File: config.mk
export PLATFORM = sky130hd
export DESIGN_NAME = tfr_ctrl
export DESIGN_NICKNAME = d
export VERILOG_FILES = /design/src/design/tfr_pkg.sv /design/src/design/tfr_ctrl.sv
export SDC_FILE = /design/constraint.sdc
export NUM_CORES = 1
export LEC_CHECK = 0
export BUFFER_PORTS_ARGS = -buffer_cell sky130_fd_sc_hd__buf_2
export CORE_ASPECT_RATIO = 2
export CORE_MARGIN = 2
export CORE_UTILIZATION = 40
export CTS_CLUSTER_DIAMETER = 80
export CTS_CLUSTER_SIZE = 25
export DETAILED_ROUTE_END_ITERATION = 16
export GPL_TIMING_DRIVEN = 1
export PLACE_DENSITY = 0.9
export SYNTH_ARGS = -nofsm -noshare
export SYNTH_HDL_FRONTEND = slang
export SYNTH_SLANG_ARGS = --single-unit
File: constraint.sdc
create_clock -name clk_i -period 2.7 [get_ports clk_i]
set_input_delay 0.27 -clock clk_i [delete_from_list [all_inputs] [get_ports clk_i]]
set_output_delay 0.27 -clock clk_i [all_outputs]
set_load 0.01 [all_outputs]
File: src/design/tfr_pkg.sv
// ----------------------------------------------------------------------------
// tfr_pkg
// Shared types, constants and byte-lane helpers for the tile row fetch block.
// ----------------------------------------------------------------------------
package tfr_pkg;

  // Store geometry
  localparam int TILE_COUNT  = 1024;
  localparam int STORE_WORDS = 16384;
  localparam int ADDR_W      = $clog2(STORE_WORDS);

  // Field widths fixed by the transaction format
  localparam int REQ_AW = 14;
  localparam int TILE_W = 10;

  typedef logic [ADDR_W-1:0] addr_t;

  // Request codes
  typedef enum logic [1:0] {
    REQ_LOAD   = 2'd0,
    REQ_RENDER = 2'd1,
    REQ_STORE  = 2'd2,
    REQ_NONE   = 2'd3
  } req_e;

  // Blank grid patterns
  localparam logic [63:0] GRID4_EVEN = 64'h0000_0000_0101_0101;
  localparam logic [63:0] GRID4_ODD  = 64'h0000_0000_1010_1010;
  localparam logic [63:0] GRID8_EVEN = 64'h0100_0100_0100_0100;
  localparam logic [63:0] GRID8_ODD  = 64'h0001_0001_0001_0001;

  localparam logic [3:0] BYTES_NONE = 4'd0;
  localparam logic [3:0] BYTES_4BPP = 4'd4;
  localparam logic [3:0] BYTES_8BPP = 4'd8;

  // Input transaction
  typedef struct packed {
    logic [1:0]        req_type;
    logic [REQ_AW-1:0] load_address;
    logic [31:0]       load_word;
    logic [TILE_W-1:0] tile_index;
    logic              hflip;
    logic              vflip;
    logic              blank;
    logic [2:0]        pixel_row;
    logic [31:0]       bitmap_row;
  } req_t;

  // Result transaction
  typedef struct packed {
    logic [63:0] row_pixels;
    logic [3:0]  row_bytes;
  } res_t;

  // Sequencer to formatter
  typedef struct packed {
    logic fin;     // read data of the current item is on the RAM output
    logic cap_lo;  // RAM output holds the low word of an 8bpp row
    logic render;
    logic mode8;
    logic blank;
    logic hflip;
    logic odd;
    logic lo_ok;
    logic hi_ok;
  } fmt_ctrl_t;

  function automatic logic [31:0] swap_nibbles(logic [31:0] w);
    return ((w & 32'h0F0F_0F0F) << 4) | ((w >> 4) & 32'h0F0F_0F0F);
  endfunction

  function automatic logic [31:0] reverse_bytes(logic [31:0] w);
    return {w[7:0], w[15:8], w[23:16], w[31:24]};
  endfunction

  function automatic logic addr_in_range(logic [REQ_AW-1:0] a);
    return {3'b000, a} < 17'(STORE_WORDS);
  endfunction

  function automatic logic tile_in_range(logic [TILE_W-1:0] t);
    return {1'b0, t} < 11'(TILE_COUNT);
  endfunction

endpackage

File: src/design/tfr_ctrl.sv
// ----------------------------------------------------------------------------
// tfr_ctrl
// Sequencer: accepts transactions, forms tile store addresses, drives the RAM
// port and tells the formatter what the RAM output holds.
// ----------------------------------------------------------------------------
module tfr_ctrl (
  input  logic                clk_i,
  input  logic                rst_ni,
  input  logic                start_i,
  input  tfr_pkg::req_t       req_i,
  input  logic                mode_i,
  output logic                busy_o,
  output logic                ram_en_o,
  output logic                ram_we_o,
  output tfr_pkg::addr_t      ram_addr_o,
  output logic [31:0]         ram_wdata_o,
  output tfr_pkg::fmt_ctrl_t  fmt_o
);

  typedef enum logic [2:0] {
    S_IDLE = 3'b001,
    S_HI   = 3'b010,
    S_FIN  = 3'b100
  } state_e;

  state_e state_q, state_d;

  logic                      accept;
  logic                      is_load, is_render, is_store;
  logic                      tile_ok;
  logic [2:0]                trow;
  logic [tfr_pkg::REQ_AW-1:0] addr4, addr_lo8, addr_hi8, rd_addr;
  logic                      two_reads;

  // item registers
  logic                       render_q, mode8_q, blank_q, hflip_q, odd_q;
  logic                       lo_ok_q, hi_ok_q;
  logic [tfr_pkg::REQ_AW-1:0] hi_addr_q;

  assign accept    = start_i && !busy_o;
  assign busy_o    = (state_q == S_HI);
  assign is_load   = (req_i.req_type == tfr_pkg::REQ_LOAD);
  assign is_render = (req_i.req_type == tfr_pkg::REQ_RENDER);
  assign is_store  = (req_i.req_type == tfr_pkg::REQ_STORE);
  assign tile_ok   = tfr_pkg::tile_in_range(req_i.tile_index);

  // tile row, mirrored with vflip
  assign trow     = req_i.pixel_row ^ {3{req_i.vflip}};
  assign addr4    = tfr_pkg::REQ_AW'({req_i.tile_index, trow});
  assign addr_lo8 = {req_i.tile_index, trow, 1'b0};
  assign addr_hi8 = {req_i.tile_index, trow, 1'b1};
  assign rd_addr  = mode_i ? addr_lo8 : addr4;

  assign two_reads = is_render && mode_i && !req_i.blank;

  // RAM port: accept cycle uses the inputs, high-word cycle the registers
  always_comb begin
    ram_en_o    = 1'b0;
    ram_we_o    = 1'b0;
    ram_addr_o  = tfr_pkg::addr_t'(rd_addr);
    ram_wdata_o = req_i.load_word;
    if (state_q == S_HI) begin
      ram_en_o   = 1'b1;
      ram_addr_o = tfr_pkg::addr_t'(hi_addr_q);
    end else if (accept) begin
      if (is_load) begin
        ram_en_o   = tfr_pkg::addr_in_range(req_i.load_address);
        ram_we_o   = 1'b1;
        ram_addr_o = tfr_pkg::addr_t'(req_i.load_address);
      end else if (is_store) begin
        ram_en_o    = !mode_i && !req_i.blank && tile_ok && tfr_pkg::addr_in_range(addr4);
        ram_we_o    = 1'b1;
        ram_addr_o  = tfr_pkg::addr_t'(addr4);
        ram_wdata_o = req_i.hflip ? tfr_pkg::reverse_bytes(req_i.bitmap_row)
                                  : tfr_pkg::swap_nibbles(req_i.bitmap_row);
      end else if (is_render) begin
        ram_en_o = !req_i.blank;
      end
    end
  end

  // next state
  always_comb begin
    state_d = state_q;
    case (state_q)
      S_IDLE, S_FIN: begin
        if (accept) begin
          state_d = two_reads ? S_HI : S_FIN;
        end else begin
          state_d = S_IDLE;
        end
      end
      S_HI:    state_d = S_FIN;
      default: state_d = S_IDLE;
    endcase
  end

  always_ff @(posedge clk_i or negedge rst_ni) begin
    if (!rst_ni) begin
      state_q <= S_IDLE;
    end else begin
      state_q <= state_d;
    end
  end

  // per-item flags, no reset needed
  always_ff @(posedge clk_i) begin
    if (accept) begin
      render_q  <= is_render;
      mode8_q   <= mode_i;
      blank_q   <= req_i.blank;
      hflip_q   <= req_i.hflip;
      odd_q     <= req_i.pixel_row[0];
      lo_ok_q   <= tile_ok && tfr_pkg::addr_in_range(rd_addr);
      hi_ok_q   <= tile_ok && tfr_pkg::addr_in_range(addr_hi8);
      hi_addr_q <= addr_hi8;
    end
  end

  assign fmt_o.fin    = (state_q == S_FIN);
  assign fmt_o.cap_lo = (state_q == S_HI);
  assign fmt_o.render = render_q;
  assign fmt_o.mode8  = mode8_q;
  assign fmt_o.blank  = blank_q;
  assign fmt_o.hflip  = hflip_q;
  assign fmt_o.odd    = odd_q;
  assign fmt_o.lo_ok  = lo_ok_q;
  assign fmt_o.hi_ok  = hi_ok_q;

endmodule

==> flow_summary_export.csv <==
group,metric,value,unit
route,drt-vias-per-instance,5.366,
yosys,avgSynthCellArea,7.913,um^2
worst_setup_path,crit_buf_inv,1,
hold_path,hold_path_end,"hi_addr_q[8]$_DFFE_PN_",
clock_network,insertion_delay,0.26,ns
yosys,yosys-top-cells-count,"nand2_1 (46), mux2i_1 (35), o21ai_0 (35), nor2_1 (20), edfxtp_1 (18)",
route,postRouteAntennaNets,0,
grt,antenna_found_initial,0,
clock_network,cts_setup_buffers,0,
layout,register_area,616.8,um^2
yosys,synth_area_leaders,"edfxtp_1 (27%), mux2i_1 (18%), o21ai_0 (8.8%), nand2_1 (8.6%), a31oi_1 (5.3%)",
worst_setup_path,slowest_delay,0.59,ns
timing,tightest_slew,0.6375,ns
route,drt-initial-drc-count,49,
die,die_area,0.005621,mm^2
timing,skew,0.008104,ns
yosys,ys.flop_type,"edfxtp_1",
placement,placed_cell_area,0.002725,mm^2
placement,place.gp.congestion,0.8688,
worst_setup_path,crit_fanout,64,
grt,grt_overflow_total,0,
die,core,0.004865,mm^2
timing,grt_setup_unrepaired,"no",
worst_setup_path,r2r_slack,0.85,ns
run_status,outcome,"complete, no violations",
yosys,synth_edf_count,18,
clock_network,postCtsHoldBufs,1,
grt,track_usage,24.05,%
hold_path,min_path_type,"primary input to flop",
yosys,synthCells,253,
worst_setup_path,slowest_stage,"dfstp_2",
worst_setup_path,crit_arrival,2.30,ns
job,drv_cap,0,
worst_setup_path,start_kind,"flop",
layout,areaGrowthSynthToFinish,38.88,%
timing,setup_viol,0,
route,first_pass_iters,4,
worst_setup_path,rr_startpoint,"state_q[0]$_DFF_PN1_",
layout,multi_input_comb_area,0.001212,mm^2
yosys,yosysTopAreaCell,"edfxtp_1",
grt,grt_use_met1,24.41,%
clock_network,path_clk_slew,0.08,ns
yosys,async_flop_share,14.29,%
worst_setup_path,criticalPathCategory,"flop to output pin",
worst_setup_path,crit_chain,"or3b_1 -> nand3_4 -> o21ai_0 -> buf_2",
power,vdd_drop_max,231.8,uV
clock_network,cts_resized,0,
power,power_frac_clock,20.8,%
die,boundaryPins,158,
clock_network,cts_root_buf,"clkbuf_8",
placement,place_ws,0.3218,ns
die,fp.dieH,104.0,um
timing,max_freq,389.8,MHz
power,p_per_area,360.1,mW/mm^2
worst_setup_path,worstReg2RegEnd,"hi_addr_q[2]$_DFFE_PN_",
die,num_rows,36,
power,internal_power,668.4,uW
route,vias,2404,
route,drc,0,
grt,grt_pass1_wl,10.34,mm
placement,io_buffers,155,
yosys,ys_ff_latch,21,
worst_setup_path,critPathTopFamily,"simple AND/OR/NAND/NOR gates",
route,wl_per_cell,15.54,um
yosys,yosysMostFrequentCell,"nand2_1",
grt,busiest_layer,"met2",
grt,use_met3,3.879,%
timing,slew_headroom,57.50,%
timing,maxSlewViolCount,0,
power,leakage,0.001483,uW
die,dieWidth,54.03,um
timing,timing.final.ws_setup,0.1347,ns
grt,use_met2,46.69,%
grt,grt_pass1_vias,2301,
route,routed_wl,6.960,mm
die,initial_core_util,41.15,%
power,p_sw,332.8,uW
layout,fillerInstances,489,
hold_path,min_from,"req_i[42]",
worst_setup_path,ff2ff_path_depth,4,
worst_setup_path,required,2.43,ns
clock_network,htreeDepth,1,
placement,hpwl,5.797,mm
worst_setup_path,endpoint_kind,"output pin",
power,power_frac_seq,40.0,%
yosys,netlist_area,0.002002,mm^2
timing,period_share,95.01,%
yosys,yosysTopAreaCellShare,27.00,%
clock_network,clock_path_buffers,2,
layout,fin_area,0.002780,mm^2
clock_network,cts.sinks,21,
layout,fin_nets,492,
yosys,yosysSeqAreaShare,30.81,%
timing,hold_ws,0.2136,ns
timing,fin_crit,2.565,ns
clock_network,cts_tree,"built",
timing,hold_violations,0,
yosys,synth_warnings,0,
timing,setup_tns,0,ns
power,p_sw_share,33.24,%
clock_network,cts_buffers,3,
layout,diodes,0,
hold_path,min_path_cells,1,
power,combPwrFrac,39.2,%
yosys,yosysUniqueCellTypes,34,
grt,grt_max_degree,65,
layout,drive_gt1_share,42.46,%
==> placed cells by master (no fill, tap or decap) <==
cell / count
inv_2: 1
clkbuf_1: 1
or3b_1: 1
nor2b_1: 3
conb_1: 2
nand3_4: 1
and3_1: 7
nand2_1: 46
xor2_1: 3
dfstp_2: 1
dfrtp_1: 2
xnor2_1: 3
nand3_1: 4
dlygate4sd3_1: 1
nor2_1: 20
nor3b_1: 1
clkinv_1: 1
edfxtp_1: 18
nand3b_1: 4
buf_2: 155
o22ai_1: 2
clkbuf_8: 3
o21ai_0: 35
o311ai_0: 3
mux2i_1: 35
and2b_1: 1
a21oi_1: 5
o21ai_1: 4
and2_1: 1
o21a_1: 2
buf_4: 5
nand2b_1: 1
inv_1: 1
a211oi_1: 1
a31oi_1: 17
==> through the flow <==
step,util (%),total power [uW],std cells
floorplan,-,622.7,254
global placement,56.02,786.5,443
detailed placement,56.02,797.5,443
CTS,57.15,1004,448
global route,57.15,1058,448
finish,57.15,1001,448
==> worst reg2reg max path, delay by kind of cell, from the launching register on <==
kind          cells  cell delay, ns
simple gates      2            0.45
flops             1            0.59
buf+inv           2            0.50
==> logic make-up after synthesis <==
group	share of synthesized area [%]
other	0.1873
and+or+nand+nor	20.69
buffers and inverters	8.812
xor gates and xnor gates	2.625
DFF	30.81
muxes	17.50
AOI/OAI and AO/OA	19.37
==> how the worst max path moves through the flow <==
| stage | start | to | slack (ns) | cells after the start |
|---|---|---|---|---|
| finish | state_q[0]$_DFF_PN1_ | ram_wdata_o[14] | 0.13 | 4 |
| CTS | state_q[0]$_DFF_PN1_ | ram_wdata_o[14] | 0.13 | 4 |
| global route | state_q[0]$_DFF_PN1_ | ram_wdata_o[14] | 0.02 | 4 |
| global placement | req_i[94] | ram_wdata_o[14] | 0.36 | 5 |
| detailed placement | req_i[94] | ram_wdata_o[14] | 0.32 | 5 |
| floorplan | state_q[0]$_DFF_PN1_ | blank_q$_DFFE_PN_ | 0.71 | 4 |
==> cell type report <==
class / count / area share [%]
multi-input cells: 202 / 43.61
clock buffers: 4 / 1.620
repair buffers: 161 / 29.61
flip-flops and latches: 21 / 22.19
inverters: 3 / 0.4050
well taps: 57 / 2.565
==> power by group through the flow <==
stage,sequential [uW],clock (uW),combinational [uW]
floorplan,404,0,219
global placement,406,0,381
detailed placement,408,0,390
CTS,400,210,393
global route,404,223,431
finish,401,208,392
==> sequential cells by signal (all words and copies together) (netlist names) <==
register	cells
mode8_q	1
hi_addr_q	13
odd_q	1
state_q	3
blank_q	1
render_q	1
hflip_q	1
==> metal layers <==
metal / wire length (um) / part of all wire, %
met1: 2449 / 35
met2: 3770 / 54
met3: 676 / 9.7
met4: 64 / 0.92
met5: 0 / 0
(Power assumes the default switching activity.)
