===== src/design/tfr_pkg.sv =====
// ----------------------------------------------------------------------------
// tfr_pkg
// Shared types, constants and byte-lane helpers for the tile row fetch block.
// ----------------------------------------------------------------------------
package tfr_pkg;

  // Store geometry
  localparam int TILE_COUNT  = 1024;
  localparam int STORE_WORDS = 16384;
  localparam int ADDR_W      = $clog2(STORE_WORDS);

  // Field widths fixed by the transaction format
  localparam int REQ_AW = 14;
  localparam int TILE_W = 10;

  typedef logic [ADDR_W-1:0] addr_t;

  // Request codes
  typedef enum logic [1:0] {
    REQ_LOAD   = 2'd0,
    REQ_RENDER = 2'd1,
    REQ_STORE  = 2'd2,
    REQ_NONE   = 2'd3
  } req_e;

  // Blank grid patterns
  localparam logic [63:0] GRID4_EVEN = 64'h0000_0000_0101_0101;
  localparam logic [63:0] GRID4_ODD  = 64'h0000_0000_1010_1010;
  localparam logic [63:0] GRID8_EVEN = 64'h0100_0100_0100_0100;
  localparam logic [63:0] GRID8_ODD  = 64'h0001_0001_0001_0001;

  localparam logic [3:0] BYTES_NONE = 4'd0;
  localparam logic [3:0] BYTES_4BPP = 4'd4;
  localparam logic [3:0] BYTES_8BPP = 4'd8;

  // Input transaction
  typedef struct packed {
    logic [1:0]        req_type;
    logic [REQ_AW-1:0] load_address;
    logic [31:0]       load_word;
    logic [TILE_W-1:0] tile_index;
    logic              hflip;
    logic              vflip;
    logic              blank;
    logic [2:0]        pixel_row;
    logic [31:0]       bitmap_row;
  } req_t;

  // Result transaction
  typedef struct packed {
    logic [63:0] row_pixels;
    logic [3:0]  row_bytes;
  } res_t;

  // Sequencer to formatter
  typedef struct packed {
    logic fin;     // read data of the current item is on the RAM output
    logic cap_lo;  // RAM output holds the low word of an 8bpp row
    logic render;
    logic mode8;
    logic blank;
    logic hflip;
    logic odd;
    logic lo_ok;
    logic hi_ok;
  } fmt_ctrl_t;

  function automatic logic [31:0] swap_nibbles(logic [31:0] w);
    return ((w & 32'h0F0F_0F0F) << 4) | ((w >> 4) & 32'h0F0F_0F0F);
  endfunction

  function automatic logic [31:0] reverse_bytes(logic [31:0] w);
    return {w[7:0], w[15:8], w[23:16], w[31:24]};
  endfunction

  function automatic logic addr_in_range(logic [REQ_AW-1:0] a);
    return {3'b000, a} < 17'(STORE_WORDS);
  endfunction

  function automatic logic tile_in_range(logic [TILE_W-1:0] t);
    return {1'b0, t} < 11'(TILE_COUNT);
  endfunction

endpackage


===== src/design/tfr_fmt.sv =====
// ----------------------------------------------------------------------------
// tfr_fmt
// Result formatter: builds the bitmap row from the tile store words or a grid
// pattern, applies hflip or 4bpp nibble swap, registers the result transaction.
// ----------------------------------------------------------------------------
module tfr_fmt (
  input  logic               clk_i,
  input  logic               rst_ni,
  input  tfr_pkg::fmt_ctrl_t ctrl_i,
  input  logic [31:0]        rdata_i,
  output logic               res_valid_o,
  output tfr_pkg::res_t      res_o
);

  logic [31:0]   lo_q;
  logic [31:0]   lo_w, hi_w, one_w;
  tfr_pkg::res_t res_d, res_q;
  logic          valid_q;

  // low word of an 8bpp row arrives in the cycle before the high word
  always_ff @(posedge clk_i) begin
    if (ctrl_i.cap_lo) begin
      lo_q <= rdata_i;
    end
  end

  assign lo_w  = ctrl_i.lo_ok ? lo_q    : 32'h0;
  assign hi_w  = ctrl_i.hi_ok ? rdata_i : 32'h0;
  assign one_w = ctrl_i.lo_ok ? rdata_i : 32'h0;

  // row assembly
  always_comb begin
    res_d.row_pixels = 64'h0;
    res_d.row_bytes  = tfr_pkg::BYTES_NONE;
    if (ctrl_i.render) begin
      if (ctrl_i.mode8) begin
        res_d.row_bytes = tfr_pkg::BYTES_8BPP;
        if (ctrl_i.blank) begin
          res_d.row_pixels = ctrl_i.odd ? tfr_pkg::GRID8_ODD : tfr_pkg::GRID8_EVEN;
        end else if (ctrl_i.hflip) begin
          res_d.row_pixels = {tfr_pkg::reverse_bytes(lo_w), tfr_pkg::reverse_bytes(hi_w)};
        end else begin
          res_d.row_pixels = {hi_w, lo_w};
        end
      end else begin
        res_d.row_bytes = tfr_pkg::BYTES_4BPP;
        if (ctrl_i.blank) begin
          res_d.row_pixels = ctrl_i.odd ? tfr_pkg::GRID4_ODD : tfr_pkg::GRID4_EVEN;
        end else if (ctrl_i.hflip) begin
          res_d.row_pixels = {32'h0, tfr_pkg::reverse_bytes(one_w)};
        end else begin
          res_d.row_pixels = {32'h0, tfr_pkg::swap_nibbles(one_w)};
        end
      end
    end
  end

  // result register and strobe
  always_ff @(posedge clk_i) begin
    if (ctrl_i.fin) begin
      res_q <= res_d;
    end
  end

  always_ff @(posedge clk_i or negedge rst_ni) begin
    if (!rst_ni) begin
      valid_q <= 1'b0;
    end else begin
      valid_q <= ctrl_i.fin;
    end
  end

  assign res_valid_o = valid_q;
  assign res_o       = res_q;

endmodule


===== config.mk =====
export PLATFORM = sky130hd
export DESIGN_NAME = tfr_fmt
export DESIGN_NICKNAME = d
export VERILOG_FILES = /design/src/design/tfr_pkg.sv /design/src/design/tfr_fmt.sv
export SDC_FILE = /design/constraint.sdc
export NUM_CORES = 1
export LEC_CHECK = 0
export BUFFER_PORTS_ARGS = -buffer_cell sky130_fd_sc_hd__buf_4
export CORE_MARGIN = 3
export CORE_UTILIZATION = 30
export CTS_CLUSTER_DIAMETER = 60
export DETAILED_ROUTE_END_ITERATION = 10
export GPL_TIMING_DRIVEN = 0
export HOLD_SLACK_MARGIN = 0.1
export MAX_ROUTING_LAYER = met4
export SLEW_MARGIN = 20
export SYNTH_ARGS = -nofsm -noshare
export SYNTH_HDL_FRONTEND = slang
export SYNTH_SLANG_ARGS = --single-unit

===== constraint.sdc =====
create_clock -name clk_i -period 3.1 [get_ports clk_i]
set_clock_uncertainty 0.2 [all_clocks]
set_input_delay 0.93 -clock clk_i [delete_from_list [all_inputs] [get_ports clk_i]]
set_output_delay 0.93 -clock clk_i [all_outputs]
set_load 0.05 [all_outputs]

==> summary.md, run 1 <==
| Metric | Value |
|---|---|
| Status | `finished clean` |
| Mean Syn Cell Area | `~12 um2` |
| Core Rows | `between 40 and 50` |
| Top cell type's share of synthesized area | `approximately three fifths` |
| Die Span Y | `~130 um` |
| CP Depth | `1` |
| Clk slew on worst S/H paths | `about 0.070 ns` |
| Vias | `around 4000` |
| CP top delay family | `flip-flops` |
| H-tree depth | `3` |
| Root Driver | `clkbuf_16` |
| Post-synthesis cell count | `~420` |
| Area grow syn2layout | `28.1%` |
| Post-route ant nets | `0` |
| Pin count of the biggest net entering global routing | `68` |
| Crit path cell chain | `buf_4` |
| Worst EP required | `a little under 2 ns` |
| Initial antenna violation count | `0` |
| Top-count cell post-synth | `edfxtp_1` |
| Slowest cell on the critical path | `edfxtp_1` |
| Cell area after layout | `about 6300 um2` |
| First-pass DRT Iterations | `5` |
| Netlist cell types | `28` |
| Worst hold-check path type | `in2async` |
| Deepest clock path buffer count | `2` |
| Number of enable flip-flop cells after synthesis | `slightly below 100` |
| Vias per inst | `5.21` |
| Post-DP Area | `between 6000 and 7000 um2` |
| First-pass GRT wire length | `~23000 um` |
| Crit path largest cell delay | `approximately 0.41 ns` |
| Core ar. | `around 16000 um2` |
| Static Leak | `2.35 nW` |
| Most common library cells after synthesis | `98 x edfxtp_1, 81 x nand3_1, 37 x a21oi_1, 37 x nand2_1, 30 x a31oi_1` |
| Endpoints failing setup | `0` |
| Synth warnings | `0` |
| Initial core utilization | `31.0%` |
| Crit path DAT | `0.97 ns` |
| VDD IR max | `288 uV` |
| Non-filler cells, final | `760` |
| Leading area contributor after synthesis | `edfxtp_1` |
| Crit-path max FO | `1` |
| DRC | `0` |
| R2R cell count | `3` |
| Period utilization | `roughly two thirds` |
| GPL Wtd Cong | `0.902` |
| Ports | `roughly 110` |
| Final Util | `about two fifths` |
| Remaining Overflow, GRT | `0` |
| Seq cells post-synth | `between 90 and 100` |
| Post-Place Cells | `744` |
| Post-Syn Area | `between 4000 and 5000 um2` |
| Final Hold Viols | `0` |
| Max Cap Viol | `0` |
| Fmax achieved | `between 0.4 and 0.5 GHz` |
| 1st-iter DRT viols | `a little under 400` |
| WL/cell | `just under 20 um` |
| Die X-Extent | `roughly 130 um` |
| Ranking of synthesized cells by area | `edfxtp_1 59%, nand3_1 8.2%, mux2_2 6.4%, nand3b_1 4.2%, a31oi_1 3.8%` |
| R2R Path End | `res_o[8]` |
| TNS Setup | `0 ns` |
| CTS Hold Bufs | `0` |
| Startpoint Class | `register` |
| Post-synthesis sequential area ratio | `between 50 and 60%` |
| N_diodes | `0` |
| P per Cell Area | `approximately 520 nW/um2` |
| Fill cell count | `~1600` |
| Critical Path End Type | `output port` |
| Layout cells sized above 1 | `between 30 and 40%` |
| Clock latency on the worst-skew pair | `0.35 ns` |
| Vias in the first global route | `slightly above 4000` |
| R2r startpoint | `lo_q[4]` |
| Ys async rst share | `under 10%` |
| Fin crit period | `roughly 2.1 ns` |
| Slew Viols, Final | `0` |
| CTS resizes | `0` |
| Total Nets Final | `582` |
| RSZ-0062 raised after global routing | `false` |
| Clk sink count | `99` |
| CTS tree | `built` |
| Worst R2R Setup Slack | `between 1.5 and 2 ns` |
| Post CTS Setup Buffer Count | `0` |
| Post-Route WL | `around 15000 um` |
| Buf/Inv on CP | `1` |
| HPWL Detailed | `between 10000 and 15000 um` |
| Relative slew slack | `42.2%` |
| Inserted Clock Buffers | `9` |
| Die area | `about 18000 um2` |
| PortBufs | `between 100 and 150` |
| Slew @ Worst Pin | `between 0.8 and 0.9 ns` |
| Total GRT Usage | `between 10% and 20%` |
| Top FF cell, synth | `edfxtp_1` |
| Critical path type | `reg2out` |
## placed cells by master (no fill, tap or decap), types with 4 or more instances in the layout
cell         n
clkbuf_16    9
edfxtp_1    98
mux2i_1      4
o221ai_1     4
buf_6        7
a31oi_1     30
and2b_1      4
and3b_1      5
mux2_2      28
nand3_1     81
nand3b_1    28
o21a_1       4
nand2_1     37
buf_4      116
a21oi_1     37
clkbuf_1     8
buf_2       18
## through the flow
step | power [mW] | hold slack (ns) | worst slack [ns]
after floorplan | 1.93 | 0.406 | 0.986
after global placement | 2.15 | 0.444 | 0.685
after detailed placement | 2.16 | 0.435 | 0.651
after CTS | 3.32 | 0.135 | 0.977
after global routing | 3.42 | 0.136 | 0.888
final | 3.31 | 0.139 | 0.998
## registers in the layout (all words and copies together), names as in the netlist
| signal | cells |
|---|---|
| res_o | 66 |
| res_valid_o | 1 |
| lo_q | 32 |
## how the worst max path moves through the flow
stage,startpoint,to,slack [ns]
6_report,res_o[63],res_o[63],1.0
4_1_cts,res_o[63],res_o[63],0.98
2_1_floorplan,ctrl_i[3],res_o[11],0.99
5_1_grt,ctrl_i[1],res_o[58],0.89
3_3_place_gp,ctrl_i[3],res_o[62],0.68
3_5_place_dp,ctrl_i[3],res_o[66],0.65
## report_power, final
group          switching (mW)  internal, mW
combinational           0.365         0.183
clock                   0.534         0.640
sequential             0.0302          1.55
## worst register-to-register path, cell delays in order, from the launching register on
cell	delay, ns
edfxtp_1	0.40
and3b_1	0.19
a31oi_1	0.17
o221ai_1	0.15
## per-layer routing
layer / share of wire, % / wire (um) / up-vias / global-route usage, %
met5: 0 / 0 / - / -
met4: 2.1 / 318 / 0 / 7.07
met3: 6.8 / 1020 / 22 / 2.76
met2: 48 / 7180 / 161 / 27.0
met1: 43 / 6450 / 1940 / 21.7
li1: - / - / 1837 / -
## area by class of cell
class | count | area, um2 | area share [%]
clock buffers | 9 | 225 | 3.55
plain buffers | 43 | 267 | 4.20
multi-input cells | 277 | 1720 | 27.1
clock inverters | 7 | 83.8 | 1.32
inverters | 1 | 3.75 | 0.0591
flip-flops and latches | 99 | 2970 | 46.7
repair buffers | 108 | 811 | 12.8
well taps | 216 | 270 | 4.26
## cell families after synthesis
logic type | Yosys count | share of synthesized area, %
AO/OA/AOI/OAI | 80 | 9.49
buffers and inverters | 44 | 5.45
flip-flops | 99 | 59.9
multiplexers | 32 | 7.17
other | 1 | 0.0757
AND/OR/NAND/NOR | 163 | 17.9
No activity file was read; power rests on OpenSTA's default activity.
==> run 2: changes to the inputs <==
==> constraint.sdc (replaced) <==
create_clock -name clk_i -period 2.2 [get_ports clk_i]
set_clock_uncertainty 0.2 [all_clocks]
set_input_delay 0.66 -clock clk_i [delete_from_list [all_inputs] [get_ports clk_i]]
set_output_delay 0.66 -clock clk_i [all_outputs]
set_load 0.05 [all_outputs]
==> summary.md, run 2 (synthesized netlist as in run 1, its figures left out) <==
| Metric | Value |
|---|---|
| Max reg flops | `66 (unchanged)` |
| Commonest non-fill, non-tap cell in the layout | `buf_4 (unchanged)` |
| First-pass DRT Iterations | `5 (unchanged)` |
| Area grow syn2layout | `28.3% (was 28.1%)` |
| Crit-path max FO | `1 (unchanged)` |
| Flop pwr share | `47.9% (about the same)` |
| PortBufs | `108 (unchanged)` |
| Non-filler cells, final | `761 (was 760)` |
| Critical Path End Type | `output port (unchanged)` |
| DRC | `0 (unchanged)` |
| Post-Place Cells | `744 (unchanged)` |
| Final Hold Viols | `0 (unchanged)` |
| Post-DP Area | `6040 um2 (unchanged)` |
| Total Nets Final | `583 (was 582)` |
| Relative slew slack | `42.2% (about the same)` |
| Clk slew on worst S/H paths | `0.07 ns (about the same)` |
| Pin count of the biggest net entering global routing | `68 (unchanged)` |
| CTS tree | `built (unchanged)` |
| Sequential Area | `2970 um2 (unchanged)` |
| Remaining Overflow, GRT | `0 (unchanged)` |
| Worst hold-check path type | `in2reg (was in2async)` |
| Cell area after layout | `6360 um2 (was 6350 um2)` |
| Period utilization | `83.2%` |
| RSZ-0062 raised after global routing | `false (unchanged)` |
| Vias per inst | `5.28 (was 5.21)` |
| Clk sink count | `99 (unchanged)` |
| N_diodes | `0 (unchanged)` |
| Endpoints failing setup | `0 (unchanged)` |
| Status | `finished clean (unchanged)` |
| Clk pwr share | `35.5% (about the same)` |
| Ports | `112 (unchanged)` |
| Static Leak | `2.36 nW (was 2.35 nW)` |
| Startpoint Class | `register (unchanged)` |
| Crit path cell chain | `buf_4 (unchanged)` |
| HPWL Detailed | `10600 um (unchanged)` |
| Initial antenna violation count | `0 (unchanged)` |
| Die area | `18100 um2 (unchanged)` |
| Crit path DAT | `0.97 ns (about the same)` |
| Combinational power share | `16.6% (about the same)` |
| Initial core utilization | `31.0% (unchanged)` |
| Vias in the first global route | `4112 (was 4111)` |
| Power Internal | `3.35 mW (was 2.38 mW)` |
| GPL Wtd Cong | `0.902 (unchanged)` |
| Slowest cell on the critical path | `edfxtp_1 (unchanged)` |
| Net Sw Frac | `28.2% (was 28.1%)` |
| NetSw | `1.31 mW (was 0.929 mW)` |
| First-pass GRT wire length | `22900 um (about the same)` |
| Root Driver | `clkbuf_16 (unchanged)` |
| Fill cell count | `1587 (was 1586)` |
| Core ar. | `16000 um2 (unchanged)` |
| Fmax achieved | `roughly 0.55 GHz` |
| Post-Route WL | `15000 um (about the same)` |
| Multi-input gate area | `1720 um2 (unchanged)` |
| CP top delay family | `flip-flops (unchanged)` |
| VDD IR max | `403 uV (was 288 uV)` |
| P per Cell Area | `733 nW/um2 (was 521 nW/um2)` |
| 1st-iter DRT viols | `459 (was 391)` |
| TNS Setup | `0 ns (unchanged)` |
| Buf/Inv on CP | `1 (unchanged)` |
| Critical path type | `reg2out (unchanged)` |
| Post-place setup slack | `0.0209 ns (was 0.651 ns)` |
| Inserted Clock Buffers | `9 (unchanged)` |
| Layout cells sized above 1 | `34.1% (was 34.2%)` |
| Slew Viols, Final | `0 (unchanged)` |
| Die Span Y | `135 um (unchanged)` |
| Core Rows | `46 (unchanged)` |
| Crit path largest cell delay | `0.41 ns (about the same)` |
| Vias | `4021 (was 3960)` |
| WL/cell | `19.7 um (about the same)` |
| Slew @ Worst Pin | `0.867 ns (was 0.868 ns)` |
| Post-route ant nets | `0 (unchanged)` |
| H-tree depth | `3 (unchanged)` |
| Max Cap Viol | `0 (unchanged)` |
| Clock latency on the worst-skew pair | `0.36 ns (was 0.35 ns)` |
| Commonest cells after routing, fill and taps aside | `116 x buf_4, 98 x edfxtp_1, 81 x nand3_1, 37 x nand2_1, 37 x a21oi_1 (unchanged)` |
| Fin crit period | `between 1.5 and 2 ns` |
| Worst EP required | `1.34 ns (was 1.97 ns)` |
| Total GRT Usage | `17.0% (about the same)` |
| Post-route setup slack | `0.371 ns (was 0.998 ns)` |
| Die X-Extent | `135 um (unchanged)` |
| Deepest clock path buffer count | `2 (unchanged)` |
run 2: cell count changes in the layout (fill, tap and decap cells not counted):
cell / change
dlygate4sd3_1: +1
run 2: area by class of cell:
class	count	share of cell area, %
buffer	43	4.19
sequential	99	46.7
multi-input combinational	277	27.1
tap	216	4.25
inverter	1	0.0590
clock inverter	7	1.32
timing repair buffer	109	12.9
clock buffer	9	3.54
run 2: metal layers:
metal	vias to the layer above	wire length [um]	GRT usage, %
met5	-	0	-
met4	0	361	7.07
met3	31	1040	2.76
met2	173	7210	27.0
met1	1969	6350	21.8
li1	1848	-	-
run 2: final timing paths:
kind	to	cells after the start	startpoint	slack, ns
worst max-delay path	res_o[63]	1	res_o[63]	0.37
max in group asynchronous	res_valid_o	2	rst_ni	1.30
min in group asynchronous	res_valid_o	2	rst_ni	0.42
worst min-delay path	lo_q[9]	1	rdata_i[9]	0.32
worst min register to register	res_o[41]	2	lo_q[29]	0.45
worst max register to register	res_o[8]	3	lo_q[4]	0.83
run 2: per-stage QoR:
step                hold slack (ns)  power (mW)  util (%)
floorplan                     0.164        2.72         -
global placement              0.235        3.03      37.7
detailed placement            0.236        3.04      37.7
CTS                           0.311        4.68      39.7
global route                  0.312        4.81      39.7
finish                        0.315        4.66      39.7
run 2: timing repair:
action	CTS	global route
endpoints found under the hold margin	1	0
hold buffers	1	0
setup buffers	0	0
resized for setup	0	0
run 2: power groups by stage:
stage / Sequential [mW] / Clock (mW) / Combinational [mW]
global route: 2.24 / 1.75 / 0.820
global placement: 2.27 / 0 / 0.758
finish: 2.23 / 1.66 / 0.774
CTS: 2.23 / 1.67 / 0.773
floorplan: 2.46 / 0 / 0.265
detailed placement: 2.27 / 0 / 0.769
run 2: worst register-to-register path: cells and delay by family (launching register included):
| kind | cells | cell delay (ns) |
|---|---|---|
| AND/OR/NAND/NOR | 1 | 0.19 |
| flip-flops | 1 | 0.40 |
| AO/OA/AOI/OAI | 2 | 0.32 |
